===== src/hw/rtl/selective_color_keep_filter_assert.svh =====
// Assertion macros for the selective color keep filter.
`ifndef SELECTIVE_COLOR_KEEP_FILTER_ASSERT_SVH
`define SELECTIVE_COLOR_KEEP_FILTER_ASSERT_SVH

`ifndef SYNTH
// Whenever pre holds, post must hold in the same cycle.
`define SCC_ASSERT_IMPLY(lbl, pre, post) \
  lbl: assert property (@(posedge clk) disable iff (!rst_n) (pre) |-> (post)) \
    else $error("implication check failed");
// The condition must never hold.
`define SCC_ASSERT_NEVER(lbl, cond) \
  lbl: assert property (@(posedge clk) disable iff (!rst_n) !(cond)) \
    else $error("forbidden condition seen");
`else
`define SCC_ASSERT_IMPLY(lbl, pre, post)
`define SCC_ASSERT_NEVER(lbl, cond)
`endif

`endif


===== src/hw/rtl/scc_pkg.sv =====
// Shared types and constants of the selective color keep filter.
package scc_pkg;

  localparam int CH_W              = 8;
  localparam int RAD_W             = 10;
  localparam int K_W               = 20;
  localparam int CFG_IDX_W         = 3;
  localparam int FRACTION_BITS_DEF = 16;

  typedef struct packed {
    logic [CH_W-1:0] in_alpha;
    logic [CH_W-1:0] in_red;
    logic [CH_W-1:0] in_green;
    logic [CH_W-1:0] in_blue;
  } in_pix_t;

  typedef struct packed {
    logic [CH_W-1:0] out_alpha;
    logic [CH_W-1:0] out_red;
    logic [CH_W-1:0] out_green;
    logic [CH_W-1:0] out_blue;
  } out_pix_t;

  typedef struct packed {
    logic [CH_W-1:0]  key_red;
    logic [CH_W-1:0]  key_green;
    logic [CH_W-1:0]  key_blue;
    logic [RAD_W-1:0] keep_radius;
    logic             soft_mode;
    logic             bypass;
  } cfg_t;

  typedef enum logic [CFG_IDX_W-1:0] {
    REG_KEY_RED     = 3'd0,
    REG_KEY_GREEN   = 3'd1,
    REG_KEY_BLUE    = 3'd2,
    REG_KEEP_RADIUS = 3'd3,
    REG_SOFT_MODE   = 3'd4,
    REG_BYPASS      = 3'd5
  } cfg_reg_t;

  // What the last stage does with a pixel.
  typedef enum logic [1:0] {
    SEL_PASS  = 2'd0,
    SEL_GRAY  = 2'd1,
    SEL_BLEND = 2'd2
  } sel_t;

  // Per-item data that rides alongside the arithmetic.
  typedef struct packed {
    in_pix_t         pix;
    logic [CH_W-1:0] gray;
    sel_t            sel;
  } side_t;

endpackage


===== src/hw/rtl/scc_front.sv =====
// Front stages: squared distance, gray level and keep decision.
module scc_front (
  input  logic           clk,
  input  logic           rst_n,
  input  scc_pkg::cfg_t  cfg,
  input  logic           up_valid,
  output logic           up_ready,
  input  scc_pkg::in_pix_t up_pix,
  output logic           dn_valid,
  input  logic           dn_ready,
  output logic [scc_pkg::K_W-1:0] dn_k,
  output scc_pkg::side_t dn_side
);
  import scc_pkg::*;

  localparam int SQ_W   = 2 * CH_W;
  localparam int GSUM_W = CH_W + 5;

  logic                va_r;
  logic                a_ready;
  in_pix_t             pix_a_r;
  logic [SQ_W-1:0]     sqr_a_r, sqg_a_r, sqb_a_r;
  logic [SQ_W-1:0]     sqr_nxt, sqg_nxt, sqb_nxt;
  logic [CH_W-1:0]     gray_a_r, gray_nxt;
  logic [2*RAD_W-1:0]  rad2_a_r, rad2_nxt;
  logic [CH_W-1:0]     dr, dg, db;
  logic [GSUM_W-1:0]   gsum;

  logic                vb_r;
  logic [K_W-1:0]      k_b_r, k_nxt;
  side_t               side_b_r, side_nxt;

  function automatic logic [CH_W-1:0] absdiff(input logic [CH_W-1:0] a,
                                               input logic [CH_W-1:0] b);
    absdiff = (a >= b) ? a - b : b - a;
  endfunction

  // Stage A: channel distances squared, gray sum, radius squared.
  always_comb begin
    dr       = absdiff(up_pix.in_red,   cfg.key_red);
    dg       = absdiff(up_pix.in_green, cfg.key_green);
    db       = absdiff(up_pix.in_blue,  cfg.key_blue);
    sqr_nxt  = SQ_W'(dr) * SQ_W'(dr);
    sqg_nxt  = SQ_W'(dg) * SQ_W'(dg);
    sqb_nxt  = SQ_W'(db) * SQ_W'(db);
    gsum     = GSUM_W'(11) * GSUM_W'(up_pix.in_red) + GSUM_W'(16) * GSUM_W'(up_pix.in_green)
             + GSUM_W'(5) * GSUM_W'(up_pix.in_blue);
    gray_nxt = gsum[GSUM_W-1:5];
    rad2_nxt = (2*RAD_W)'(cfg.keep_radius) * (2*RAD_W)'(cfg.keep_radius);
  end

  assign up_ready = ~va_r | a_ready;

  always_ff @(posedge clk) begin
    if (!rst_n) begin
      va_r <= 1'b0;
    end else if (up_ready) begin
      va_r <= up_valid;
    end
  end

  always_ff @(posedge clk) begin
    if (up_ready && up_valid) begin
      pix_a_r  <= up_pix;
      sqr_a_r  <= sqr_nxt;
      sqg_a_r  <= sqg_nxt;
      sqb_a_r  <= sqb_nxt;
      gray_a_r <= gray_nxt;
      rad2_a_r <= rad2_nxt;
    end
  end

  // Stage B: total distance and the keep decision.
  always_comb begin
    k_nxt         = K_W'(sqr_a_r) + K_W'(sqg_a_r) + K_W'(sqb_a_r);
    side_nxt.pix  = pix_a_r;
    side_nxt.gray = gray_a_r;
    priority if (cfg.bypass) begin
      side_nxt.sel = SEL_PASS;
    end else if (k_nxt > rad2_a_r) begin
      side_nxt.sel = SEL_GRAY;
    end else if (cfg.soft_mode && (cfg.keep_radius != '0)) begin
      side_nxt.sel = SEL_BLEND;
    end else begin
      side_nxt.sel = SEL_PASS;
    end
  end

  assign a_ready = ~vb_r | dn_ready;

  always_ff @(posedge clk) begin
    if (!rst_n) begin
      vb_r <= 1'b0;
    end else if (a_ready) begin
      vb_r <= va_r;
    end
  end

  always_ff @(posedge clk) begin
    if (a_ready && va_r) begin
      k_b_r    <= k_nxt;
      side_b_r <= side_nxt;
    end
  end

  assign dn_valid = vb_r;
  assign dn_k     = k_b_r;
  assign dn_side  = side_b_r;

endmodule


===== config.mk =====
export PLATFORM = sky130hd
export DESIGN_NAME = scc_front
export DESIGN_NICKNAME = d
export VERILOG_FILES = /design/src/hw/rtl/selective_color_keep_filter_assert.svh /design/src/hw/rtl/scc_pkg.sv /design/src/hw/rtl/scc_front.sv
export SDC_FILE = /design/constraint.sdc
export NUM_CORES = 1
export LEC_CHECK = 0
export ABC_AREA = 0
export BUFFER_PORTS_ARGS = -buffer_cell sky130_fd_sc_hd__buf_2
export CAP_MARGIN = 20
export CORE_ASPECT_RATIO = 1.2
export CORE_MARGIN = 5
export CORE_UTILIZATION = 35
export CTS_CLUSTER_DIAMETER = 50
export DETAILED_ROUTE_END_ITERATION = 16
export PLACE_DENSITY = 0.51
export SLEW_MARGIN = 20
export SYNTH_ARGS = -nofsm -noshare
export SYNTH_HDL_FRONTEND = slang
export SYNTH_SLANG_ARGS = --single-unit

===== constraint.sdc =====
create_clock -name clk -period 8.21 [get_ports clk]
set_input_delay 0.4105 -clock clk [delete_from_list [all_inputs] [get_ports clk]]
set_output_delay 0.4105 -clock clk [all_outputs]
set_load 0.03 [all_outputs]

* Yosys cells after proc, flatten, opt, wreduce, memory -nomap -nowiden
Index checks and enable logic that the tools add are counted.
** Operators by class
- Magnitude comparators :: 4
- Reduce and logical (&&, ||, !) cells :: 5
- Bitwise logic cells :: 4
- Multiply operators :: 6
- Muxes and demuxes :: 5
- $add $sub $neg :: 10
** Operator list (number)
- 8-bit by 8-bit multiplier with 16-bit output :: 3
- 8-bit subtractor :: 6
- 8-bit >= comparator :: 3
- 8-bit 2-to-1 mux :: 3
- 18-bit by 20-bit greater-than comparator with 1-bit output :: 1
- 10-bit by 10-bit multiplier with 20-bit output :: 1
- 17-bit by 16-bit adder with 18-bit output :: 1
- 16-bit by 16-bit adder with 17-bit output :: 1
- 12-bit by 12-bit adder with 13-bit output :: 1
- 13-bit by 11-bit adder with 13-bit output :: 1
- 4-bit by 8-bit multiplier with 12-bit output (first input constant) :: 1
- 3-bit by 8-bit multiplier with 11-bit output (first input constant) :: 1
- 10-bit nonzero test :: 1
- 1-bit logical AND :: 3
- 2-bit 2-to-1 mux :: 1
- 1-bit inverter :: 2
- 1-bit bitwise OR :: 2
- 2-bit OR reduction :: 1
- 1-bit 2-to-1 mux :: 1
** Word-level totals
- Register bits after elaboration :: 172
- Output and inout bits :: 64
- Word-level logic and storage cells :: 53
- Bits of input ports :: 72

* Depth between registers and ports, before layout
- Depth after elaboration :: 4
- Depth in mapped cells :: 29
- Depth with buffers taken out :: 28

* Worst setup path after synthesis
No wires, ideal clock.
- Path kind :: input -> register
- Start point :: input up_pix[8] (netlist name)
- End point :: register sqg_a_r[15], data pin
- Setup slack :: 1.805 ns
- Stages :: 25
- Setup time :: 0.268 ns
- Data arrival time :: 6.138 ns
- Buffers on the path :: 0
- Required time :: 7.942 ns
- Path through :: inv_1 ha_1 inv_1 fa_1 nand3_1 nand2_1 o221ai_1 o2bb2ai_2 mux2i_1 xor2_1 or2_1 fa_1 inv_1 fa_1 fa_1 inv_1 fa_1 inv_1 ha_1 o41a_1 a41o_1 o21ai_1 nand2b_1 a21oi_1 xnor3_1
** Between the ends
- Cells in the longest elaborated chain, start to end :: 3
- Elaborated cells between the ends (all ways) :: 5
- Those cells by class :: 2 x add/sub; 1 x mul; 1 x order compare; 1 x mux
** Ends and longest elaborated chain
- start: declaration :: RTL line scc_front.sv:8 : input scc_pkg::in_pix_t up_pix,
- 8-bit subtractor / 8-bit >= comparator (equally long branches) :: RTL line scc_front.sv:35 : absdiff = (a >= b) ? a - b : b - a;
- 8-bit 2-to-1 mux (*) :: RTL line scc_front.sv:35
- 8-bit by 8-bit multiplier with 16-bit output (*) :: RTL line scc_front.sv:44 : sqg_nxt = SQ_W'(dg) * SQ_W'(dg);
- via sqg_nxt[15] :: RTL line scc_front.sv:23 : logic [SQ_W-1:0] sqr_nxt, sqg_nxt, sqb_nxt;
- end signal: assignment :: RTL line scc_front.sv:66 : sqg_a_r <= sqg_nxt;
- end: declaration :: RTL line scc_front.sv:22 : logic [SQ_W-1:0] sqr_a_r, sqg_a_r, sqb_a_r;
Mark *: on every way through the listed nets, which the timed path passes. The rest lies on a longest branch.
A chain may end at the register's enable or synchronous reset.

* Worst setup path in the final report
- Start point :: input up_pix[16] (netlist name)
- End point :: register sqr_a_r[14], data pin
** Between the ends
- Cells in the longest elaborated chain, start to end :: 3
- Elaborated cells between the ends (all ways) :: 5
- Those cells by class :: 2 x add/sub; 1 x mul; 1 x order compare; 1 x mux
** Ends and longest elaborated chain
- 8-bit subtractor / 8-bit >= comparator (equally long branches) :: RTL line scc_front.sv:35
- 8-bit 2-to-1 mux (*) :: RTL line scc_front.sv:35
- 8-bit by 8-bit multiplier with 16-bit output (*) :: RTL line scc_front.sv:43 : sqr_nxt = SQ_W'(dr) * SQ_W'(dr);
- via sqr_nxt[14] :: RTL line scc_front.sv:23
- end signal: assignment :: RTL line scc_front.sv:65 : sqr_a_r <= sqr_nxt;
- end: declaration :: RTL line scc_front.sv:22
Marked as above.

==> results_dict.tcl <==
set metrics [dict create \
    outcome "completed" \
    die_h_um 252 \
    start_util 0.355 \
    dp_hpwl_mm 30.1 \
    arrival_ps 6690 \
    ant_nets 0 \
    grt_max_degree 71 \
    postSynthAreaPerCell_um2 10.7 \
    rr_startpoint "sqg_a_r[4]$_DFFE_PP_" \
    wl_mm 36.4 \
    r2r-end "dn_side[1]$_SDFFCE_PP0P_" \
    synthFlopType "edfxtp_1" \
    clk_path_buf_depth 2 \
    report.final.slew_viol_count 0 \
    setup_viol_count_final 0 \
    finClkSkew_ps 10.6 \
    cts_resized 0 \
    grt_pass1_wl_mm 60.0 \
    n_fill_cell 4817 \
    dpl.cell_count 2350 \
    synthAdderAreaFrac 0.376 \
    cts_tree "yes" \
    io_buffers 133 \
    cpPeakStageDelay_ps 800 \
    num_antenna_cells 0 \
    crit_required_ps 8420 \
    maxSlewHeadroom 0.360 \
    area_growth_pct 11.6 \
    synth-compound-area-share 0.0886 \
    drt_iter0_drc 365 \
    startpoint_type "input port" \
    grt_pass1_vias 11962 \
    num_rows 88 \
    worstSetupPathType "input port to flip-flop" \
    grtUsageTotal 0.139 \
    reg2regPathDepth 18 \
    worst-slew-pin-transition_ps 933 \
    hold_start "up_pix[27]" \
    seq_area_mm2 0.00496 \
    timing.final.crit_share 0.790 \
    gp_congestion 0.836 \
    antenna_found_initial 1 \
    synth.largest_area_cell "edfxtp_1" \
    drc 0 \
    synthXorXnorAreaFrac 0.0587 \
    synth_top_family_by_area "adder cells" \
    gr-total-overflow 0 \
    hold_depth 1 \
    multi_input_area_mm2 0.0108 \
    cts_htree_levels 4 \
    finalSetupTns_ps 0 \
    clock-root-buffer "clkbuf_16" \
    vias 11331 \
    critical-path-slowest-cell "mux2i_1" \
    syn_area_mm2 0.0171 \
    ioPinCount 136 \
    synth-seq-cells 166 \
    r2r_setup_slack_ps 3310 \
    cts.clk_slew.worst_paths_ps 80 \
    finalCriticalPeriod_ps 6490 \
    yosys_warnings 0 \
    cp-end-kind "flip-flop" \
    cp_max_fo 11 \
    drive_gt1_frac 0.119 \
    synthMuxAreaShare 0.0140 \
    cts_sinks 166 \
    ys_seq_area_frac 0.290 \
    numCtsBuffers 17 \
    synthDistinctLibCells 73 \
    wl_per_cell_um 15.3 \
    cap_violations 0 \
    final_cells 2382 \
    viasPerCell 4.76 \
    synth_area_leaders "edfxtp_1 (29%), fa_1 (20%), ha_1 (18%), inv_1 (6.9%), xnor2_1 (3.3%)" \
    fp.dieW_um 212 \
    async_flop_share 0 \
    synth_common_cells "inv_1 (315), ha_1 (247), fa_1 (167)" \
    path_common_cell "fa_1" \
    hold_viol 0 \
    post_cts_buffers 0 \
    hp-class "input port to flip-flop" \
    rsz0062_at_grt "no" \
    synth.most_common_cell "inv_1" \
    synth_top_cell_area_share 0.288 \
    synth_edf_count 164 \
    yosys.area_share.simple 0.0943 \
    holdPathEnd "pix_a_r[27]$_DFFE_PP_" \
    layout.nets 2225 \
    fp.coreArea_mm2 0.0482 \
    fmax_mhz 154 \
    cts-hold-fix-buffers 0 \
    crit_chain "buf_2 -> inv_1 -> ha_1 -> inv_1 -> fa_1 -> a21o_1 -> a21oi_2 -> o21ai_1 -> a311o_1 -> mux2i_1 -> nor2_1 -> fa_1 -> fa_1 -> inv_1 -> fa_1 -> fa_1 -> inv_1 -> ha_1 -> a21oi_1 -> nand2_1 -> a41oi_1 -> a21oi_1 -> xor2_1" \
    dr.pass1.iters 4 \
    clock_latency_ps 460 \
    syn_inst 1604 \
    die-area_mm2 0.0534 \
]
-- worst max-delay path: cells and delay by family --
family	cells	cell delay, ps
adders and majority gates	7	3040
AOI/OAI and AO/OA	7	1650
muxes	1	800
buffers and inverters	5	370
and+or+nand+nor	2	270
xor gates and xnor gates	1	150
-- kinds of logic after synthesis --
kind of cell / after synthesis
AOI/OAI and AO/OA: 225
xor gates and xnor gates: 104
adders and majority gates: 414
buffers and inverters: 344
DFF: 166
muxes: 20
other: 2
and+or+nand+nor: 329
-- cells in the final DEF (no fill, tap or decap), drive strengths merged, types with 3 or more instances in the layout --
cell	count
inv	328
xnor2	71
a21boi	4
o21a	13
o211ai	5
a21oi	75
o41a	3
o21bai	11
o21ai	28
nand4	9
clkinv	4
xor2	32
ha	247
a41oi	3
nand2b	11
clkbuf	17
o41ai	3
edfxtp	164
a221oi	7
nand3	16
mux2i	18
nand3b	3
and2	31
nor2	122
a21o	38
nand2	53
and3	10
buf	138
a31oi	9
a211oi	4
nor2b	28
o31ai	3
fa	167
conb	5
a41o	4
or4	3
nor3	22
or2	15
-- routing by layer --
metal	track usage	routed length (um)	vias up	share of wire
met5	0	0	-	0
met4	0.0374	674	0	0.019
met3	0.0222	1060	34	0.029
met2	0.243	18400	121	0.51
met1	0.179	16200	5598	0.45
li1	-	-	5578	-
-- sequential cells by signal (all words and copies together), names as in the netlist --
| register | count |
|---|---|
| rad2_a_r | 19 |
| sqb_a_r | 15 |
| dn_valid | 1 |
| sqr_a_r | 15 |
| gray_a_r | 8 |
| dn_side | 42 |
| sqg_a_r | 15 |
| dn_k | 18 |
| va_r | 1 |
| pix_a_r | 32 |
-- worst max-delay path by stage --
stage                     from               endpoint  slack (ps)
global placement     up_pix[8]  sqg_a_r[15]$_DFFE_PP_        1300
floorplan            up_pix[8]  sqg_a_r[15]$_DFFE_PP_        1800
finish              up_pix[16]  sqr_a_r[14]$_DFFE_PP_        1720
CTS                 up_pix[16]  sqr_a_r[15]$_DFFE_PP_        1700
global route        up_pix[16]  sqr_a_r[15]$_DFFE_PP_        1300
detailed placement  up_pix[16]  sqr_a_r[15]$_DFFE_PP_        1210
-- through the flow --
| step | instance area [um2] | util | worst slack, ps | hold WS, ps |
|---|---|---|---|---|
| after floorplan | 17100 | - | 1800 | 400 |
| after global placement | 18500 | 0.383 | 1300 | 401 |
| after detailed placement | 18500 | 0.383 | 1210 | 405 |
| after CTS | 19100 | 0.396 | 1700 | 101 |
| after global routing | 19100 | 0.396 | 1300 | 110 |
| final | 19100 | 0.396 | 1720 | 134 |
-- area by class of cell --
class | count | share of cell area
multi-input cells | 1097 | 0.568
flip-flops and latches | 166 | 0.260
inverters | 319 | 0.0627
well taps | 630 | 0.0413
repair buffers | 138 | 0.0368
clock buffers | 17 | 0.0223
clock inverters | 15 | 0.00911
Power is left out: the tool's default activity adds up to more than one toggle a clock period on the data nets, which glitch-free logic cannot reach.
