--- config.mk ---
export PLATFORM = sky130hd
export DESIGN_NAME = scc_div_step
export DESIGN_NICKNAME = d
export VERILOG_FILES = /design/src/hw/rtl/selective_color_keep_filter_assert.svh /design/src/hw/rtl/scc_pkg.sv /design/src/hw/rtl/scc_div_step.sv
export SDC_FILE = /design/constraint.sdc
export NUM_CORES = 1
export LEC_CHECK = 0
export BUFFER_PORTS_ARGS = -buffer_cell sky130_fd_sc_hd__buf_4
export CAP_MARGIN = 20
export CORE_ASPECT_RATIO = 1.1
export CORE_MARGIN = 10
export CORE_UTILIZATION = 44
export CTS_CLUSTER_DIAMETER = 60
export DETAILED_ROUTE_END_ITERATION = 7
export PLACE_DENSITY = 0.78
export SLEW_MARGIN = 10
export SYNTH_ARGS = -nofsm -noshare
export SYNTH_HDL_FRONTEND = slang
export SYNTH_SLANG_ARGS = --single-unit
export TNS_END_PERCENT = 10
--- constraint.sdc ---
create_clock -name clk -period 4 [get_ports clk]
set_clock_uncertainty 0.2 [all_clocks]
set_input_delay 0.4 -clock clk [delete_from_list [all_inputs] [get_ports clk]]
set_output_delay 0.4 -clock clk [all_outputs]
set_load 0.01 [all_outputs]
--- src/hw/rtl/selective_color_keep_filter_assert.svh ---
// Assertion macros for the selective color keep filter.
`ifndef SELECTIVE_COLOR_KEEP_FILTER_ASSERT_SVH
`define SELECTIVE_COLOR_KEEP_FILTER_ASSERT_SVH

`ifndef SYNTH
// Whenever pre holds, post must hold in the same cycle.
`define SCC_ASSERT_IMPLY(lbl, pre, post) \
  lbl: assert property (@(posedge clk) disable iff (!rst_n) (pre) |-> (post)) \
    else $error("implication check failed");
// The condition must never hold.
`define SCC_ASSERT_NEVER(lbl, cond) \
  lbl: assert property (@(posedge clk) disable iff (!rst_n) !(cond)) \
    else $error("forbidden condition seen");
`else
`define SCC_ASSERT_IMPLY(lbl, pre, post)
`define SCC_ASSERT_NEVER(lbl, cond)
`endif

`endif

--- src/hw/rtl/scc_pkg.sv ---
// Shared types and constants of the selective color keep filter.
package scc_pkg;

  localparam int CH_W              = 8;
  localparam int RAD_W             = 10;
  localparam int K_W               = 20;
  localparam int CFG_IDX_W         = 3;
  localparam int FRACTION_BITS_DEF = 16;

  typedef struct packed {
    logic [CH_W-1:0] in_alpha;
    logic [CH_W-1:0] in_red;
    logic [CH_W-1:0] in_green;
    logic [CH_W-1:0] in_blue;
  } in_pix_t;

  typedef struct packed {
    logic [CH_W-1:0] out_alpha;
    logic [CH_W-1:0] out_red;
    logic [CH_W-1:0] out_green;
    logic [CH_W-1:0] out_blue;
  } out_pix_t;

  typedef struct packed {
    logic [CH_W-1:0]  key_red;
    logic [CH_W-1:0]  key_green;
    logic [CH_W-1:0]  key_blue;
    logic [RAD_W-1:0] keep_radius;
    logic             soft_mode;
    logic             bypass;
  } cfg_t;

  typedef enum logic [CFG_IDX_W-1:0] {
    REG_KEY_RED     = 3'd0,
    REG_KEY_GREEN   = 3'd1,
    REG_KEY_BLUE    = 3'd2,
    REG_KEEP_RADIUS = 3'd3,
    REG_SOFT_MODE   = 3'd4,
    REG_BYPASS      = 3'd5
  } cfg_reg_t;

  // What the last stage does with a pixel.
  typedef enum logic [1:0] {
    SEL_PASS  = 2'd0,
    SEL_GRAY  = 2'd1,
    SEL_BLEND = 2'd2
  } sel_t;

  // Per-item data that rides alongside the arithmetic.
  typedef struct packed {
    in_pix_t         pix;
    logic [CH_W-1:0] gray;
    sel_t            sel;
  } side_t;

endpackage

--- src/hw/rtl/scc_div_step.sv ---
// One quotient bit of the restoring division of the root by the radius.
module scc_div_step #(
  parameter int SQ_W = 26
) (
  input  logic                      clk,
  input  logic                      rst_n,
  input  logic [scc_pkg::RAD_W-1:0] radius,
  input  logic                      up_valid,
  output logic                      up_ready,
  input  logic [SQ_W-1:0]           up_num,
  input  logic [scc_pkg::RAD_W-1:0] up_rem,
  input  scc_pkg::side_t            up_side,
  output logic                      dn_valid,
  input  logic                      dn_ready,
  output logic [SQ_W-1:0]           dn_num,
  output logic [scc_pkg::RAD_W-1:0] dn_rem,
  output scc_pkg::side_t            dn_side
);
  import scc_pkg::*;

  logic             v_r;
  logic [SQ_W-1:0]  num_r, num_nxt;
  logic [RAD_W-1:0] rem_r, rem_nxt;
  logic [RAD_W:0]   rem_sh, rem_sub;
  logic             ge;
  side_t            side_r;

  // The dividend shifts out at the top while quotient bits shift in below.
  always_comb begin
    rem_sh  = {up_rem, up_num[SQ_W-1]};
    rem_sub = rem_sh - {1'b0, radius};
    ge      = (rem_sh >= {1'b0, radius});
    rem_nxt = ge ? rem_sub[RAD_W-1:0] : rem_sh[RAD_W-1:0];
    num_nxt = {up_num[SQ_W-2:0], ge};
  end

  assign up_ready = ~v_r | dn_ready;

  always_ff @(posedge clk) begin
    if (!rst_n) begin
      v_r <= 1'b0;
    end else if (up_ready) begin
      v_r <= up_valid;
    end
  end

  always_ff @(posedge clk) begin
    if (up_ready && up_valid) begin
      num_r  <= num_nxt;
      rem_r  <= rem_nxt;
      side_r <= up_side;
    end
  end

  assign dn_valid = v_r;
  assign dn_num   = num_r;
  assign dn_rem   = rem_r;
  assign dn_side  = side_r;

endmodule

# Yosys cells after proc, flatten, opt, wreduce, memory -nomap -nowiden
# Cells that the tools add are included.
[totals]
ff_bits = 79
input_bits = 92
out_inout_bits = 80
wordCells = 15
[classes]
addsub = 1
magnitude_cmp = 1
mux = 1
bitwise = 2
n_reduce_logical = 1
[op_table]
columns = ["op", "count"]
rows = [
  ["$ge 11x10->1", 1],
  ["$mux 10", 1],
  ["$sub 10x10->10", 1],
  ["$logic_and 1x1->1", 1],
  ["$not 1->1", 1],
  ["$or 1x1->1", 1],
]

# Logic depth before layout (Yosys ltp)
# Gate-level depths: netlist (run 1).
[logic_depth]
ltp_word = 3
mapped_depth = 9
mapped_depth_nobuf = 9

# Worst setup path before layout (run 1)
# Ideal clock, no wire load.
[synth_timing]
kind = "input port to flip-flop"
from = "input port dn_ready"
to = "register num_r[0], in the netlist dn_num[0] (enable)"
setup_ns = 0.445
t_arrival_ns = 2.429
required_ns = 3.355
slack_ns = 0.926
cell_stages = 2
n_path_buf = 0
cell_sequence = "nand2b_1 -> and2_1"
[synth_via]
elab_chain_cells = 2
[synth_rtl]
columns = ["item", "line_no", "text"]
rows = [
  ["start: declaration", "scc_div_step.sv:14", "input logic dn_ready,"],
  ["$or 1x1->1", "scc_div_step.sv:37", "assign up_ready = ~v_r | dn_ready;"],
  ["$logic_and 1x1->1", "scc_div_step.sv:48", "if (up_ready && up_valid) begin"],
  ["end signal: assignment", "scc_div_step.sv:49", "num_r <= num_nxt;"],
  ["end: declaration", "scc_div_step.sv:22", "logic [SQ_W-1:0] num_r, num_nxt;"],
]
# No other way between the ends.
# A chain may end at the register's enable or synchronous reset.

# Worst setup path after layout (run 1)
[layout_timing]
from = "input port up_num[25]"
to = "register rem_r[8], in the netlist dn_rem[8] (data pin)"
[layout_via]
elab_chain_cells = 2
elab_cells_between_ends = 3
cone_classes = "add/sub: 1; order compare: 1; mux: 1"
[layout_rtl]
columns = ["item", "line_no", "text"]
rows = [
  ["start: declaration", "scc_div_step.sv:10", "input logic [SQ_W-1:0] up_num,"],
  ["$sub 10x10->10 / $ge 11x10->1 (equally long branches)", "scc_div_step.sv:31, scc_div_step.sv:32", ""],
  ["$mux 10 (*)", "scc_div_step.sv:33", "rem_nxt = ge ? rem_sub[RAD_W-1:0] : rem_sh[RAD_W-1:0];"],
  ["net rem_nxt[8]", "scc_div_step.sv:23", "logic [RAD_W-1:0] rem_r, rem_nxt;"],
  ["end signal: assignment", "scc_div_step.sv:50", "rem_r <= rem_nxt;"],
  ["end: declaration", "scc_div_step.sv:23", ""],
]
# The timed path passes the listed nets; every way through them passes the cells marked *.

==> impl_results.md, run 1 <==
* Synth cell count leaders: edfxtp_1, inv_1, ha_1
* Placed Instances at 411
* Routing usage on met3 at 0.0662
* GRT Util Overall at 0.170
* Tcrit/Tclk final at 0.600
* Worst Tran Pin Value at 1.00 ns
* Design Area, Final at 4590 um2
* Syn Nets at 261
* Final-report max-slew violation count at 0
* Netlist cell types at 35
* Die Wd at 98.9 um
* Final HPWL from detailed placement at 7.58 mm
* Hold WC Path Type: in2reg
* Placement Rows at 31
* Via density at 4.85
* Area delta synth->final at 52.4%
* I/O Buffers at 171
* Post_cts resized at 0
* Critical path's slowest cell: fa_1
* Most frequent cell after synthesis: edfxtp_1
* Post-CTS setup buffer count at 0
* Ranking of synthesized cells by area: edfxtp_1, ha_1, mux2_4
* Vias in the first global route at 2,100
* # diodes at 0
* Number of enable flip-flop cells after synthesis at 78
* M1 GR Usage at 0.188
* Clk root buf: clkbuf_8
* Met2 usage at 0.292
* Rel. slew slack at 0.331
* Mapped Cells at 158
* Critical Path Most Common Cell: inv_1
* Largest net degree at the start of global routing at 79
* Status: complete, no violations
* Die Y at 107 um
* Non-Filler Instances at 427
* First-pass DRT Iterations at 5
* DRC Markers at 0
* Syn. warnings at 0
* Clock sinks at 79
* Htree depth at 3
* Final nets at 443
* Setup TNS at 0 ns
* Placed Area at 4400 um2
* Startpoint Class: input pin
* WP data required at 3.89 ns
* PD cells at 410 nW/um2
* Initial antenna violation count at 0
* Overall via count from detail_route at 2,069
* Max Buffers Root-to-Sink at 2
* Routed wire per std cell at 22.0 um
* Initial core utilization at 0.454
* Peak supply drop at 0.000239 V
* WP data arrival at 2.29 ns
* Fmax at 417 MHz
* CTS tree: built
* Place WS at 1.26 ns
* Congestion Overflow GR at 0
* Mapped Area at 3010 um2
* # setup viols final at 0
* Max_cap viols at 0
* Hold Fails Final Rpt at 0
* Area share of the largest cell type after synthesis at 0.778
* Syn_area_per_cell at 19.0 um2
* Setup ws final at 1.60 ns
* Gr busiest metal: met2
* Async SR Flop Fraction at 0
* Reg clk slew, reported paths at 0.08 ns
* Flops & latches, synth at 79
* RSZ-0062 raised after global routing: no
* Drt initial violations at 155
* First-pass GRT wire length at 13.5 mm
* Worst-path cell chain: buf_4, inv_1, ha_1, inv_1, fa_1, a211oi_1, o21bai_1, a221oi_1, xnor2_1, mux2_4
* Post-CTS Hold Buffers at 0
* Crit end category: flop
* Routability cong. at 0.869
* Worst Setup Path Type: in2reg
* Minimum clock period at 2.40 ns
* Core area at 6630 um2
* Ys flop type: edfxtp_1
* CP peak stage delay at 0.41 ns
* Ratio of cells with drive above 1 in the final layout at 0.574
* # IOs at 172
* Pleak at 0.00201 uW
* CP max FO at 3
* DIE AREA at 10,600 um2
* Total power at 1880 uW
* Cts bufs inserted at 9
* Post-route ant nets at 0
* Cell taking the most area after synthesis: edfxtp_1
* Post-Route WL at 9.39 mm
* Skew-Pair Late Insertion Delay at 0.34 ns
* Seq/Total Area, Yosys at 0.785
==> cells in the final DEF (no fill, tap or decap), types with 2 or more instances in the layout <==
cell type,instances
a21o_1,2
a21oi_1,5
buf_4,171
clkbuf_8,9
clkinv_2,2
edfxtp_1,78
ha_1,10
inv_1,13
mux2_4,7
nand2_1,5
nand2b_1,2
nor2_1,3
nor4_1,2
o21ai_0,2
xnor2_1,5
xor2_1,2
==> worst max-delay path: cells and delay by family <==
kind,cells,cell delay (ns)
AOI/OAI and AO/OA,3,0.74
adders and majority gates,2,0.56
muxes,1,0.26
buffers and inverters,3,0.23
xor gates and xnor gates,1,0.10
==> kinds of logic (layout without fill, tap and decap cells) <==
kind of cell	after synthesis	after routing	share of synthesized area
AND/OR/NAND/NOR	18	18	0.0320
AO/OA/AOI/OAI	20	20	0.0541
adder cells (fa/ha/maj)	11	11	0.0482
buffers and inverters	14	201	0.0183
XOR/XNOR	7	7	0.0204
flip-flops	79	79	0.785
multiplexers	9	9	0.0420
==> per-stage QoR <==
| stage | hold WS (ns) | util |
|---|---|---|
| 2_1_floorplan | 0.299 | - |
| 3_3_place_gp | 0.323 | 0.663 |
| 3_5_place_dp | 0.342 | 0.663 |
| 4_1_cts | 0.0196 | 0.691 |
| 5_1_grt | 0.0114 | 0.691 |
| 6_report | 0.0320 | 0.691 |
==> path summary, 6_finish.rpt <==
check,from,end,slack [ns],cells past startpoint
setup / recovery,up_num[25],dn_rem[8],1.60,10
hold / removal,up_side[5],dn_side[5],0.03,1
setup reg to reg,dn_valid,dn_side[23],2.14,2
hold reg to reg,dn_valid,dn_valid,0.35,2
==> registers in the layout (all words and copies together) (netlist names) <==
register  cells
dn_side      42
dn_num       26
dn_valid      1
dn_rem       10
==> where the power goes <==
group | leakage (uW) | internal (uW) | total (uW) | switching (uW)
combinational | 0.00116 | 176 | 320 | 144
clock | 0.0000941 | 287 | 565 | 279
sequential | 0.000762 | 980 | 996 | 15.9
total | 0.00201 | 1440 | 1880 | 439
==> routing by layer <==
metal | share of wire | routed length [um]
met5 | 0 | 0
met4 | 0.012 | 117
met3 | 0.11 | 1010
met2 | 0.51 | 4740
met1 | 0.37 | 3510
==> final cells by class <==
type	instances	area, um2
timing repair buffer	171	1280
inverter	14	55.1
tap	82	103
clock inverter	6	60.1
clock buffer	10	128
sequential	79	2360
multi-input combinational	65	594
fill	473	2050
Note: power is estimated with default switching activity, not from simulation.
==> run 2: changes to the inputs <==
--- a/config.mk
+++ b/config.mk
@@ -9,10 +9,10 @@
 export CAP_MARGIN = 20
 export CORE_ASPECT_RATIO = 1.1
 export CORE_MARGIN = 10
-export CORE_UTILIZATION = 44
+export CORE_UTILIZATION = 39
 export CTS_CLUSTER_DIAMETER = 60
 export DETAILED_ROUTE_END_ITERATION = 7
-export PLACE_DENSITY = 0.78
+export PLACE_DENSITY = 0.73
 export SLEW_MARGIN = 10
 export SYNTH_ARGS = -nofsm -noshare
 export SYNTH_HDL_FRONTEND = slang
==> constraint.sdc (replaced) <==
create_clock -name clk -period 2.2 [get_ports clk]
set_clock_uncertainty 0.2 [all_clocks]
set_input_delay 0.22 -clock clk [delete_from_list [all_inputs] [get_ports clk]]
set_output_delay 0.22 -clock clk [all_outputs]
set_load 0.01 [all_outputs]
==> run 2 against run 1 <==
Effect of this change: via count increased by 24%; die area grew 10%; non-clock buffer count increased by 101; worst setup slack got worse by 1.5 ns; flip-flop and latch count stayed put; worst hold slack gained 0.040 ns; wire length is 24% higher; critical path depth unchanged; register-to-register slack got worse by 1.5 ns; clock power increased by 110%.
==> impl_results.md, run 2 (synthesized netlist as in run 1, its figures left out) <==
* Status: complete, no violations
* Sw Share at 0.239
* Htree depth at 3
* Clk root buf: clkbuf_8
* Core area at 7470 um2
* Drt initial violations at 178
* Startpoint Class: input pin
* Initial antenna violation count at 0
* Ratio of cells with drive above 1 in the final layout at 0.516
* Non-Filler Instances at 551
* Multi-input gate area in the final layout at 606 um2
* RSZ-0062 raised after global routing: no
* Congestion Overflow GR at 0
* Post-Route WL at 11.6 mm
* Max FFs per register at 42
* Tcrit/Tclk final at 0.956
* Flop pwr share at 0.477
* Placed Area at 4670 um2
* Clock sinks at 79
* Initial core utilization at 0.403
* # setup viols final at 0
* CP peak stage delay at 0.40 ns
* First-pass GRT wire length at 17.5 mm
* DRC Markers at 0
* CTS tree: built
* Fmax at 476 MHz
* Most common cell after layout, fill and taps aside: buf_4
* Design Area, Final at 5620 um2
* Cts bufs inserted at 9
* Area delta synth->final at 86.9%
* Setup TNS at 0 ns
* Worst Tran Pin Value at 0.394 ns
* Crit end category: flop
* DIE AREA at 11,600 um2
* Die Wd at 104 um
* Pleak at 0.00248 uW
* Place WS at -0.329 ns
* Critical Path Most Common Cell: inv_1
* Vias in the first global route at 2,699
* Routability cong. at 0.827
* Worst Setup Path Type: in2reg
* I/O Buffers at 171
* GRT Util Overall at 0.198
* # diodes at 0
* Peak supply drop at 0.000326 V
* Largest net degree at the start of global routing at 32
* Post-layout util at 0.752
* Combinational share of power at 0.206
* Final nets at 544
* PD cells at 676 nW/um2
* Worst-path cell chain: buf_4, inv_1, ha_1, inv_1, fa_1, a211oi_2, o21bai_1, a221oi_2, xnor2_1, mux2_4
* Die Y at 112 um
* Placed Instances at 463
* Final HPWL from detailed placement at 7.66 mm
* First-pass DRT Iterations at 4
* Hold Fails Final Rpt at 0
* CP max FO at 2
* Overall via count from detail_route at 2,563
* Placement Rows at 33
* Post-route ant nets at 0
* Reg clk slew, reported paths at 0.08 ns
* Fill cells at 428
* Setup ws final at 0.0971 ns
* Skew-Pair Late Insertion Delay at 0.34 ns
* Sw Pwr at 910 uW
* Rel. slew slack at 0.737
* WP data arrival at 2.00 ns
* Minimum clock period at 2.10 ns
* Final-report max-slew violation count at 0
* Via density at 4.65
* WP data required at 2.10 ns
* Max Buffers Root-to-Sink at 2
* Register Area at 2360 um2
* Most frequent cells in the layout: buf_4, edfxtp_1, dlygate4sd3_1
* # IOs at 172
* Worst path bufs/invs at 3
* Max_cap viols at 0
* Routed wire per std cell at 21.1 um
* Crit path max-delay family: compound AO/OA/AOI/OAI gates
* Hold WC Path Type: in2reg
* Int Pwr at 2890 uW
* Clock network fraction of total power at 0.317
* Critical path's slowest cell: fa_1
==> run 2: area by class of cell <==
type                            instances  share of cell area
Clock buffer                           10              0.0227
Sequential cell                        79               0.420
Timing Repair Buffer                  272               0.400
Clock inverter                          6              0.0167
Multi-Input combinational cell         65               0.108
Inverter                               14             0.00979
Tap cell                              105              0.0234
==> run 2: power by group through the flow <==
stage | Clock [uW] | Sequential [uW] | Combinational (uW)
after floorplan | 0 | 1900 | 200
after global placement | 0 | 1840 | 644
after detailed placement | 0 | 1840 | 659
after CTS | 1210 | 1810 | 773
after global routing | 1280 | 1820 | 837
final | 1210 | 1810 | 782
==> run 2: worst paths after layout <==
kind	depth (start not counted)	slack, ns	from	endpoint
max	10	0.1	up_num[25]	dn_rem[8]
min	3	0.07	up_rem[5]	dn_rem[6]
max reg2reg	3	0.65	dn_valid	dn_side[34]
min reg2reg	2	0.70	dn_valid	dn_rem[3]
==> run 2: layer usage <==
layer / track usage / part of all wire
met5: 0 / 0
met4: 0.0520 / 0.0064
met3: 0.0601 / 0.081
met2: 0.352 / 0.53
met1: 0.226 / 0.38
==> run 2: repair_timing <==
item,CTS,global route
buffers inserted,0,0
setup endpoints to repair,0,1
endpoints found under the hold margin,71,0
hold buffers,72,0
gates resized for setup,0,2
==> run 2: metrics by stage <==
step / hold WS (ns) / total power (uW)
floorplan: 0.119 / 2100
global placement: 0.198 / 2480
detailed placement: 0.199 / 2500
CTS: 0.0590 / 3790
global route: 0.0574 / 3940
finish: 0.0716 / 3800
==> run 2: worst reg2reg max path, cell delays in order, from the launching register on <==
cell and delay [ns]:
dfxtp_1 0.32, nand2b_1 0.11, and2_4 0.36, buf_12 0.26
