<file path="src/hw/rtl/selective_color_keep_filter_assert.svh">
// Assertion macros for the selective color keep filter.
`ifndef SELECTIVE_COLOR_KEEP_FILTER_ASSERT_SVH
`define SELECTIVE_COLOR_KEEP_FILTER_ASSERT_SVH

`ifndef SYNTH
// Whenever pre holds, post must hold in the same cycle.
`define SCC_ASSERT_IMPLY(lbl, pre, post) \
  lbl: assert property (@(posedge clk) disable iff (!rst_n) (pre) |-> (post)) \
    else $error("implication check failed");
// The condition must never hold.
`define SCC_ASSERT_NEVER(lbl, cond) \
  lbl: assert property (@(posedge clk) disable iff (!rst_n) !(cond)) \
    else $error("forbidden condition seen");
`else
`define SCC_ASSERT_IMPLY(lbl, pre, post)
`define SCC_ASSERT_NEVER(lbl, cond)
`endif

`endif

</file>
<file path="src/hw/rtl/scc_pkg.sv">
// Shared types and constants of the selective color keep filter.
package scc_pkg;

  localparam int CH_W              = 8;
  localparam int RAD_W             = 10;
  localparam int K_W               = 20;
  localparam int CFG_IDX_W         = 3;
  localparam int FRACTION_BITS_DEF = 16;

  typedef struct packed {
    logic [CH_W-1:0] in_alpha;
    logic [CH_W-1:0] in_red;
    logic [CH_W-1:0] in_green;
    logic [CH_W-1:0] in_blue;
  } in_pix_t;

  typedef struct packed {
    logic [CH_W-1:0] out_alpha;
    logic [CH_W-1:0] out_red;
    logic [CH_W-1:0] out_green;
    logic [CH_W-1:0] out_blue;
  } out_pix_t;

  typedef struct packed {
    logic [CH_W-1:0]  key_red;
    logic [CH_W-1:0]  key_green;
    logic [CH_W-1:0]  key_blue;
    logic [RAD_W-1:0] keep_radius;
    logic             soft_mode;
    logic             bypass;
  } cfg_t;

  typedef enum logic [CFG_IDX_W-1:0] {
    REG_KEY_RED     = 3'd0,
    REG_KEY_GREEN   = 3'd1,
    REG_KEY_BLUE    = 3'd2,
    REG_KEEP_RADIUS = 3'd3,
    REG_SOFT_MODE   = 3'd4,
    REG_BYPASS      = 3'd5
  } cfg_reg_t;

  // What the last stage does with a pixel.
  typedef enum logic [1:0] {
    SEL_PASS  = 2'd0,
    SEL_GRAY  = 2'd1,
    SEL_BLEND = 2'd2
  } sel_t;

  // Per-item data that rides alongside the arithmetic.
  typedef struct packed {
    in_pix_t         pix;
    logic [CH_W-1:0] gray;
    sel_t            sel;
  } side_t;

endpackage

</file>
<file path="src/hw/rtl/scc_blend.sv">
// Blend toward gray: product stage, then the result and output register.
module scc_blend #(
  parameter int FRACTION_BITS = 16
) (
  input  logic                 clk,
  input  logic                 rst_n,
  input  logic                 up_valid,
  output logic                 up_ready,
  input  logic [FRACTION_BITS:0] up_p,
  input  scc_pkg::side_t       up_side,
  output logic                 dn_valid,
  input  logic                 dn_ready,
  output scc_pkg::out_pix_t    dn_pix
);
  import scc_pkg::*;

  localparam int PROD_W = FRACTION_BITS + 1 + CH_W;
  localparam int RES_W  = CH_W + 2;

  logic                         v1_r;
  logic                         s1_ready;
  logic [2:0][CH_W-1:0]         chan_in, chan_1;
  logic [2:0][CH_W-1:0]         chan_dist;
  logic [2:0]                   neg_nxt, neg_r;
  logic [2:0][PROD_W-1:0]       prod_nxt, prod_r;
  side_t                        side_r;

  logic                         v2_r;
  logic [2:0][CH_W-1:0]         res_nxt, res_r;
  logic [2:0][RES_W-1:0]        step_w, res_w;
  logic [2:0]                   frac_nz;
  logic [CH_W-1:0]              alpha_r;

  // Stage 1: p times the distance of each channel to gray.
  always_comb begin
    chan_in = {up_side.pix.in_red, up_side.pix.in_green, up_side.pix.in_blue};
    for (int i = 0; i < 3; i++) begin
      neg_nxt[i]   = (up_side.gray < chan_in[i]);
      chan_dist[i] = neg_nxt[i] ? chan_in[i] - up_side.gray : up_side.gray - chan_in[i];
      prod_nxt[i]  = PROD_W'(up_p) * PROD_W'(chan_dist[i]);
    end
  end

  assign up_ready = ~v1_r | s1_ready;

  always_ff @(posedge clk) begin
    if (!rst_n) begin
      v1_r <= 1'b0;
    end else if (up_ready) begin
      v1_r <= up_valid;
    end
  end

  always_ff @(posedge clk) begin
    if (up_ready && up_valid) begin
      prod_r <= prod_nxt;
      neg_r  <= neg_nxt;
      side_r <= up_side;
    end
  end

  // Stage 2: floor toward gray when rising, ceiling of the step when falling.
  always_comb begin
    chan_1 = {side_r.pix.in_red, side_r.pix.in_green, side_r.pix.in_blue};
    for (int i = 0; i < 3; i++) begin
      frac_nz[i] = |prod_r[i][FRACTION_BITS-1:0];
      step_w[i]  = RES_W'(prod_r[i][PROD_W-1:FRACTION_BITS]) + RES_W'(neg_r[i] & frac_nz[i]);
      res_w[i]   = neg_r[i] ? RES_W'(chan_1[i]) - step_w[i] : RES_W'(chan_1[i]) + step_w[i];
      unique case (side_r.sel)
        SEL_GRAY:  res_nxt[i] = side_r.gray;
        SEL_BLEND: res_nxt[i] = res_w[i][CH_W-1:0];
        default:   res_nxt[i] = chan_1[i];
      endcase
    end
  end

  assign s1_ready = ~v2_r | dn_ready;

  always_ff @(posedge clk) begin
    if (!rst_n) begin
      v2_r <= 1'b0;
    end else if (s1_ready) begin
      v2_r <= v1_r;
    end
  end

  always_ff @(posedge clk) begin
    if (s1_ready && v1_r) begin
      res_r   <= res_nxt;
      alpha_r <= side_r.pix.in_alpha;
    end
  end

  assign dn_valid         = v2_r;
  assign dn_pix.out_alpha = alpha_r;
  assign dn_pix.out_red   = res_r[2];
  assign dn_pix.out_green = res_r[1];
  assign dn_pix.out_blue  = res_r[0];

endmodule
</file>
<file path="config.mk">
export PLATFORM = sky130hd
export DESIGN_NAME = scc_blend
export DESIGN_NICKNAME = d
export VERILOG_FILES = /design/src/hw/rtl/selective_color_keep_filter_assert.svh /design/src/hw/rtl/scc_pkg.sv /design/src/hw/rtl/scc_blend.sv
export SDC_FILE = /design/constraint.sdc
export NUM_CORES = 1
export LEC_CHECK = 0
export BUFFER_PORTS_ARGS = -buffer_cell sky130_fd_sc_hd__buf_2
export CORE_MARGIN = 3
export CORE_UTILIZATION = 40
export CTS_BUF_LIST = sky130_fd_sc_hd__clkbuf_4
export DETAILED_ROUTE_END_ITERATION = 8
export PLACE_DENSITY = 0.6
export SKIP_LAST_GASP = 1
export SLEW_MARGIN = 20
export SYNTH_ARGS = -nofsm -noshare
export SYNTH_HDL_FRONTEND = slang
export SYNTH_SLANG_ARGS = --single-unit
</file>
<file path="constraint.sdc">
create_clock -name clk -period 10.96 [get_ports clk]
set_input_delay 0 -clock clk [delete_from_list [all_inputs] [get_ports clk]]
set_output_delay 0 -clock clk [all_outputs]
set_load 0.02 [all_outputs]
</file>
* Word-level counts from Yosys, hierarchy flattened
Index checks and enable logic that the tools add are counted.
Storage, ports and cells: register bits after elaboration 151, bits in latches 0, RAM bits 0, bits in read-only memories 0, input bits 63, output and inout bits 34, logic and storage cells 60, memories kept 0
Operators by class: $add $sub $neg 15, multipliers 3, div/mod/pow operators 0, magnitude comparators 3, equal/unequal tests 2, shift operators 0, multiplexer cells 9, bitwise gates (word level) 7, reductions and logical operators 5
Operators with widths (count):
- multiplier 17 x 8 -> 24 bit | 3
- subtractor 8 bit | 9
- 2-to-1 mux 8 bit | 6
- case mux 8 bit (2 select lines) | 3
- OR reduction 16 bit | 3
- adder 8 x 1 -> 8 bit | 3
- adder 8 bit | 3
- less-than comparator 8 bit | 3
- bitwise AND 1 bit | 3
- equality test 2 x 1 -> 1 bit, second input constant | 1
- equality test 2 bit, second input constant | 1
- logical AND 1 bit | 2
- inverter 1 bit | 2
- bitwise OR 1 bit | 2

* Longest topological paths before layout
Gate-level depths: netlist (run 1).
word-level depth 6, gate-level depth with buffers 33, depth with buffers taken out 30

* Worst setup path after synthesis (run 1)
No wires, ideal clock.
path kind input to register, from in up_side[2] (netlist name), to reg prod_r[23] (netlist name), data pin, setup time 260 ps, arrival 6619 ps, data required time 10700 ps, slack 4081 ps, cell stages on the path 31, buffers on the path 2, path through inv_1 -> ha_1 -> inv_1 -> fa_1 -> a21oi_1 -> o221ai_1 -> o31a_1 -> buf_4 -> inv_2 -> mux2i_1 -> o21ai_1 -> a221oi_2 -> o211a_1 -> buf_4 -> mux2_2 -> fa_1 -> fa_1 -> inv_1 -> fa_1 -> inv_1 -> fa_1 -> inv_1 -> ha_1 -> o21a_1 -> o31a_1 -> o41ai_1 -> o211ai_1 -> a2111oi_0 -> o21bai_1 -> a21oi_1 -> xnor2_1
RTL lines:
- start, declared | line scc_blend.sv:10 | input scc_pkg::side_t up_side,
- end signal, assigned | line scc_blend.sv:56 | prod_r <= prod_nxt;
- end, declared | line scc_blend.sv:25 | logic [2:0][PROD_W-1:0] prod_nxt, prod_r;

==> reports/results.ini, run 1 <==
[synthesis]
async_reset_ff_share_pct = 0
netlist_instances = 2258
yosys-top-cells-area = fa_1 (25%), edfxtp_1 (21%), ha_1 (12%)
yosys.area.top_type = fa_1
yosysTopAreaCellShare_pct = 25.4
synthFlopType = edfxtp_1
synth_cell_types = 70
yosysWarnings = 0
synth_edf_count = 149
ys_ff_latch = 151
netlist_area_mm2 = 0.0217
syn_nets = 2803
postSynthAreaPerCell_um2 = 9.63
yosysSeqAreaShare_pct = 20.8

[setup_path]
worstSetupStartpointType = input port
worstSetupPathType = in2reg
rrSetupSlack_ns = 6.64
crit_buf_inv = 9
crit_path_end_kind = flip-flop
required_ns = 11.37
slowest_delay_ns = 0.58
cp_top_family = compound AO/OA/AOI/OAI gates
path_max_fanout = 17
cp.arrival_ns = 8.30
critPathSlowestCell = a2111oi_0

[clock_tree]
insertion_delay_ns = 0.64
clockRootBuffer = clkbuf_4
cts.sinks = 151
ctsHoldBuffers = 52
cts_tree = built
htree_num_levels = 4
clkTransAtPathRegs_ns = 0.16
cts_resized = 0
clk_path_buf_depth = 2
post_cts_buffers = 0
cts_made_buffers = 17

[die]
start_util_pct = 40.9
die_h_um = 239
die_x_um = 239
rows = 84
core-area_mm2 = 0.0532
ios = 97
die-area_mm2 = 0.0572

[route]
drc = 0
route.met3.wl_um = 2110
postRouteAntennaNets = 0
met1_length_um = 25500
viasPerCell = 5.14
vias = 15700
avgRoutedWirePerCell_um = 17.6
dr.pass1.iters = 6
dr_wl_met2_um = 25000
top_layer = met4
first_iter_violations = 762
finalWirelength_um = 54100

[placed_design]
port_buffers = 96
dpl.hpwl_um = 41000
gp_congestion = 0.903

[min_path]
hp-class = in2reg

[timing]
rsz0062_at_grt = no
timing_hold_violations_final = 0
drv_slew = 0
fmax_mhz = 127
slew-limit-headroom_pct = 28.1
tightestPinTransition_ns = 1.07
finalCritPeriodShare_pct = 71.9
fin_crit_ns = 7.89
setup_viol = 0
setup_tns_ns = 0
finClkSkew_ns = 0.0288

[layout]
drive_gt1_share_pct = 7.79
syn2layout_area_growth_pct = 9.35
final_common_cell = inv_1
fillers = 4987
nNetsFinal = 2906
mostFrequentLayoutCells = inv_1 (384), fa_1 (276), and2_1 (218)

[global_route]
grt_first_pass_wirelength_um = 87700
grt_antenna_before_repair = 2
grt_pass1_vias = 16500
grt_overflow = 0
grt_max_degree = 79
grt_usage_pct = 19.4

[run]
maxCapViolations = 0

[outcome]
outcome = completed

[Yosys cell counts (8+ instances only)]
cell / number
a21o_1: 25
a211oi_1: 8
and2_1: 219
nand2_1: 131
xnor2_1: 80
nor4_1: 13
nor2_1: 56
o211ai_1: 9
nand2b_1: 33
and3_1: 22
inv_1: 384
nand3_1: 20
xor2_1: 46
a31oi_1: 17
ha_1: 206
a21oi_1: 92
o21ai_0: 58
nand4_1: 8
mux2i_1: 28
or3_1: 12
clkbuf_1: 73
o21bai_1: 14
nor2b_1: 123
fa_1: 276
and3b_1: 13
mux2_2: 8
edfxtp_1: 149
a41oi_1: 8
o21a_1: 15
nor3_1: 17
[path summary, 6_finish.rpt]
path,endpoint,start,cells past startpoint
setup / recovery,prod_r[23],up_side[2],32
hold / removal,side_r[41],up_side[41],2
setup reg to reg,dn_pix[23],prod_r[60],17
hold reg to reg,alpha_r[1],side_r[35],0
[state kept, by name, summed over array words and instances, names as in the netlist]
register,cells
prod_r,72
chan_1,24
side_r,18
neg_r,3
dn_valid,1
alpha_r,8
dn_pix,24
v1_r,1
[final cells by class]
cell class	instances	area [µm²]	area share (%)
diodes	3	7.51	0.0316
clock buffers	17	128	0.537
clock inverters	15	178	0.747
inverters	386	1450	6.09
multi-input cells	1638	15500	65.2
flip-flops and latches	151	4510	19.0
well taps	688	861	3.62
repair buffers	167	1140	4.81
[metal layers]
| layer | vias up | GRT usage, % |
|---|---|---|
| li1 | 7494 | - |
| met1 | 7806 | 26.7 |
| met2 | 376 | 32.1 |
| met3 | 69 | 2.58 |
| met4 | 0 | 5.70 |
| met5 | - | 0 |
[metrics by stage]
step	hold WS [ns]	instance area (µm²)	instances	util [%]	setup WS (ns)
floorplan	0.0989	21700	2258	-	4.08
global placement	0.180	22900	2978	43.1	3.18
detailed placement	0.178	22900	2978	43.1	3.05
CTS	0.00453	23800	3062	44.7	3.19
global route	0.0225	23800	3063	44.7	2.62
finish	0.0814	23800	3065	44.7	3.07
[kinds of logic after synthesis]
kind of cell    after synthesis  synth area share [%]
flops                       151                  20.8
buf+inv                     469                  8.28
simple gates                684                  17.6
mux                          38                  1.84
compound gates              308                  9.22
fa+ha+maj                   482                  37.3
xor+xnor                    126                  5.07
Power of run 1 is not shown: default switching activity piles up to over one toggle a cycle in this logic, so the estimate is an artifact.
==> inputs of run 2 (changes only) <==
Settings changed: PLACE_DENSITY 0.6 to 0.62.
Clock period 10.96 ns to 6.99 ns, I/O delays scaled along.
==> reports/results.ini, run 2 (same netlist as run 1, synthesis figures left out) <==
[route]
avgRoutedWirePerCell_um = 17.5  ; was 17.6 µm
viasPerCell = 5.16  ; was 5.14
finalWirelength_um = 56200  ; was 54100 µm
drc = 0  ; unchanged
first_iter_violations = 917  ; was 762
postRouteAntennaNets = 0  ; unchanged
vias = 16600  ; was 15.7k
dr.pass1.iters = 5  ; was 6

[min_path]
hp-class = in2reg  ; unchanged

[die]
start_util_pct = 40.9  ; unchanged
rows = 84  ; unchanged
die_x_um = 239  ; unchanged
ios = 97  ; unchanged
core-area_mm2 = 0.0532  ; unchanged
die_h_um = 239  ; unchanged
die-area_mm2 = 0.0572  ; unchanged

[layout]
drive_gt1_share_pct = 13.8  ; was 7.79%
largest_register = prod_r  ; unchanged
mostFrequentLayoutCells = inv_1 (382), fa_1 (275), and2_1 (218)  ; was inv_1 (384), fa_1 (276), and2_1 (218)
syn2layout_area_growth_pct = 15.1  ; was 9.35%
nNetsFinal = 3055  ; was 2906
final_common_cell = inv_1  ; unchanged
final_util_pct = 47.1  ; was 44.7%
fillers = 4886  ; was 4987
largest_register_ffs = 72  ; unchanged

[setup_path]
worstSetupPathType = in2reg  ; unchanged
worstSetupStartpointType = input port  ; unchanged
cp.arrival_ns = 7.24  ; was 8.30 ns
cp_top_family = adder cells  ; was compound AO/OA/AOI/OAI gates
slowest_delay_ns = 0.52  ; was 0.58 ns
crit_path_end_kind = flip-flop  ; unchanged
path_common_cell = fa_1
critPathSlowestCell = dlygate4sd3_1  ; was a2111oi_0
crit_buf_inv = 9  ; unchanged
required_ns = 7.41  ; was 11.37 ns
path_max_fanout = 8  ; was 17

[clock_tree]
cts_tree = built  ; unchanged
clk_path_buf_depth = 2  ; unchanged
insertion_delay_ns = 0.66  ; was 0.64 ns
htree_num_levels = 4  ; unchanged
cts_made_buffers = 17  ; unchanged
clockRootBuffer = clkbuf_4  ; unchanged
clkTransAtPathRegs_ns = 0.15  ; was 0.16 ns
cts.sinks = 151  ; unchanged

[timing]
finalCritPeriodShare_pct = 97.5
setup_viol = 0  ; unchanged
slew-limit-headroom_pct = 33.1  ; was 28.1%
rsz0062_at_grt = yes  ; was no
fin_crit_ns = 6.82
timing_hold_violations_final = 0  ; unchanged
finClkSkew_ns = 0.0369  ; was 0.0288 ns
whs_ns = 0.0652  ; was 0.0814 ns
tightestPinTransition_ns = 1.00  ; was 1.07 ns
drv_slew = 0  ; unchanged
fmax_mhz = 147

[global_route]
grt_pass1_vias = 17200  ; was 16.5k
grt_antenna_before_repair = 2  ; unchanged
grt_first_pass_wirelength_um = 90800  ; was 87700 µm
grt_max_degree = 76  ; was 79
grt_overflow = 0  ; unchanged
grt_usage_pct = 20.1  ; was 19.4%

[placed_design]
dpl.hpwl_um = 42700  ; was 41000 µm
gp_congestion = 0.893  ; was 0.903
port_buffers = 96  ; unchanged

[outcome]
outcome = completed  ; unchanged

[run]
maxCapViolations = 0  ; unchanged

## run 2: cell types whose count changed in the layout (fill, tap and decap cells not counted), sizes merged
cell and change:
clkinvlp +2, buf +144, clkinv -2, diode -1
dlygate4sd3 +4, clkbuf +1
## run 2: repair_timing
action | in CTS | in global routing
setup endpoints to repair | 0 | 14
hold endpoints to repair | 89 | 0
hold buffers | 56 | 0
gates resized for setup | 0 | 39
buffers inserted | 0 | 7
## run 2: metrics by stage
stage	TNS [ns]	area [µm²]	worst slack [ns]	instances
6_report	0	25000	0.172	3213
3_5_place_dp	-1.06	24000	-0.324	3115
5_1_grt	-0.314	25000	-0.171	3212
3_3_place_gp	-0.540	24000	-0.185	3115
2_1_floorplan	0	21700	0.111	2258
4_1_cts	0	24800	0.103	3203
## run 2: metal layers
metal  vias to the layer above  GRT usage, %  wire, µm
met1                      8240          27.7     25900
met3                        70          3.10      3030
met5                         -             0         0
met2                       476          32.9     25900
met4                         0          5.79      1370
li1                       7804             -         -
## run 2: worst paths after layout
path	depth (start not counted)	from	end	slack, ns
min	2	up_side[40]	side_r[40]	0.07
min reg2reg	0	side_r[38]	alpha_r[4]	0.44
max	31	up_side[11]	prod_r[22]	0.17
max reg2reg	17	prod_r[38]	dn_pix[15]	2.61
## run 2: worst register-to-register path, stage by stage (launching register included)
cell      delay [ns]
edfxtp_1        0.40
nor4_1          0.48
a41oi_1         0.25
ha_1            0.27
ha_1            0.33
inv_1           0.05
ha_1            0.28
mux2_2          0.30
inv_1           0.08
ha_1            0.22
nor2b_1         0.12
o21ai_0         0.21
a21boi_0        0.17
o21ai_0         0.24
a21oi_1         0.11
or3_1           0.38
a31oi_1         0.16
o21ai_0         0.10
## run 2: final cells by class
type / count / area (µm²) / share of cell area [%]
Antenna cell: 2 / 5.00 / 0.0200
Clock buffer: 17 / 128 / 0.510
Clock inverter: 15 / 133 / 0.530
Inverter: 386 / 1450 / 5.79
Multi-Input combinational cell: 1638 / 15600 / 62.3
Sequential cell: 151 / 4510 / 18.0
Tap cell: 688 / 861 / 3.44
Timing Repair Buffer: 316 / 2350 / 9.38
Power of run 2 is left out for the same reason.
==> inputs of run 3 (changes only) <==
Settings changed: PLACE_DENSITY 0.62 to 0.6.
Clock period 6.99 ns to 7.3 ns, I/O delays scaled along.
==> reports/results.ini, run 3 (same netlist as run 1, synthesis figures left out) <==
[outcome]
outcome = completed  ; unchanged

[layout]
multi_input_area_mm2 = 0.0155  ; was 0.0156 mm²
largest_register = prod_r  ; unchanged
drive_gt1_share_pct = 10.3  ; was 13.8%
largest_register_ffs = 72  ; unchanged
fillers = 5073  ; was 4886
regArea_mm2 = 0.00451  ; unchanged
final_common_cell = inv_1  ; unchanged
nNetsFinal = 2971  ; was 3055
mostFrequentLayoutCells = inv_1 (384), fa_1 (276), and2_1 (218)  ; was inv_1 (382), fa_1 (275), and2_1 (218)
syn2layout_area_growth_pct = 11.5  ; was 15.1%
fin_cells = 3130  ; was 3213

[die]
start_util_pct = 40.9  ; unchanged
core-area_mm2 = 0.0532  ; unchanged
die_x_um = 239  ; unchanged
rows = 84  ; unchanged
die_h_um = 239  ; unchanged
die-area_mm2 = 0.0572  ; unchanged
ios = 97  ; unchanged

[route]
avgRoutedWirePerCell_um = 17.4  ; was 17.5 µm
drc = 0  ; unchanged
vias = 16200  ; was 16.6k
viasPerCell = 5.18  ; was 5.16
dr.pass1.iters = 5  ; unchanged
postRouteAntennaNets = 0  ; unchanged
first_iter_violations = 709  ; was 917
finalWirelength_um = 54300  ; was 56200 µm

[clock_tree]
cts_made_buffers = 17  ; unchanged
cts.sinks = 151  ; unchanged
insertion_delay_ns = 0.62  ; was 0.66 ns
cts_tree = built  ; unchanged
clkTransAtPathRegs_ns = 0.16  ; was 0.15 ns
htree_num_levels = 4  ; unchanged
clockRootBuffer = clkbuf_4  ; unchanged
clk_path_buf_depth = 2  ; unchanged

[global_route]
grt_pass1_vias = 17000  ; was 17.2k
grt_usage_pct = 19.6  ; was 20.1%
grt_first_pass_wirelength_um = 89000  ; was 90800 µm
grt_overflow = 0  ; unchanged
grt_max_degree = 70  ; was 76
grt_antenna_before_repair = 3  ; was 2

[timing]
drv_slew = 0  ; unchanged
tightestPinTransition_ns = 0.886  ; was 1.00 ns
timing_hold_violations_final = 0  ; unchanged
finalCritPeriodShare_pct = 96.8
finClkSkew_ns = 0.0338  ; was 0.0369 ns
fmax_mhz = 141
fin_crit_ns = 7.07
rsz0062_at_grt = yes  ; unchanged
slew-limit-headroom_pct = 40.9  ; was 33.1%
setup_viol = 0  ; unchanged

[setup_path]
required_ns = 7.67  ; was 7.41 ns
path_max_fanout = 17  ; was 8
worstSetupPathType = in2reg  ; unchanged
cp.arrival_ns = 7.44  ; was 7.24 ns
crit_path_end_kind = flip-flop  ; unchanged
worstSetupStartpointType = input port  ; unchanged

[placed_design]
dpl.hpwl_um = 41900  ; was 42700 µm
gp_congestion = 0.855  ; was 0.893
port_buffers = 96  ; unchanged
place_inst = 3048  ; was 3115

[min_path]
hp-class = in2reg  ; unchanged

[run]
maxCapViolations = 0  ; unchanged

==> run 3: changes by cell type in the layout (fill, tap and decap cells not counted), sizes merged <==
cell and delta:
inv -3, buf -73, clkinvlp -1, dlygate4sd3 -10, bufinv +1, diode +1, clkinv +3, clkbuf -1
==> run 3: metal layers <==
layer / vias up / track usage [%] / part of all wire (%)
met4: 2 / 5.24 / 2.2
met1: 8134 / 27.3 / 48
li1: 7627 / - / -
met5: - / 0 / 0.017
met3: 65 / 2.71 / 4.6
met2: 384 / 32.3 / 46
==> run 3: critical path, stage by stage <==
cell           delay, ns
dlygate4sd3_1       0.53
buf_2               0.19
inv_1               0.12
ha_1                0.33
inv_1               0.09
o21bai_1            0.30
a21oi_4             0.12
o21ai_4             0.34
mux2_4              0.35
or4_4               0.58
a21oi_4             0.17
buf_12              0.16
and3b_1             0.20
fa_1                0.52
fa_1                0.44
fa_1                0.49
inv_1               0.05
fa_1                0.47
inv_1               0.04
ha_1                0.28
a21oi_1             0.22
o21ai_0             0.18
a41oi_1             0.24
o31ai_1             0.13
o41a_1              0.37
a211o_1             0.28
a21oi_1             0.18
xnor2_1             0.08
==> run 3: path summary, 6_finish.rpt <==
path              slack, ns       start          to  depth (start not counted)
setup / recovery       0.23  up_side[5]  prod_r[47]                         28
hold / removal         0.09  up_side[1]   side_r[1]                          2
setup reg to reg       2.89  prod_r[13]   dn_pix[7]                         16
hold reg to reg        0.44  side_r[40]  alpha_r[6]                          0
==> run 3: area by class of cell <==
cell class	count	share of cell area (%)
Sequential cell	151	18.6
Timing Repair Buffer	232	6.89
Clock buffer	17	0.526
Tap cell	688	3.55
Multi-Input combinational cell	1638	63.8
Inverter	386	5.98
Clock inverter	15	0.583
Antenna cell	3	0.0310
==> run 3: repair_timing <==
item	4_1_cts	5_1_grt
setup buffers	0	1
setup endpoints to repair	0	5
hold endpoints to repair	44	0
hold buffers	46	0
resized for setup	0	10
==> run 3: per-stage QoR <==
step	TNS, ns	cell area [µm²]	util [%]	worst slack, ns	hold WS (ns)
after floorplan	0	21700	-	0.421	0.0989
after global placement	-0.0603	23500	44.1	-0.0603	0.180
after detailed placement	-0.201	23500	44.1	-0.147	0.178
after CTS	0	24200	45.5	0.0570	0.0162
after global routing	-0.0527	24200	45.6	-0.0372	0.0432
final	0	24200	45.6	0.231	0.0945
Power of run 3 is left out for the same reason.
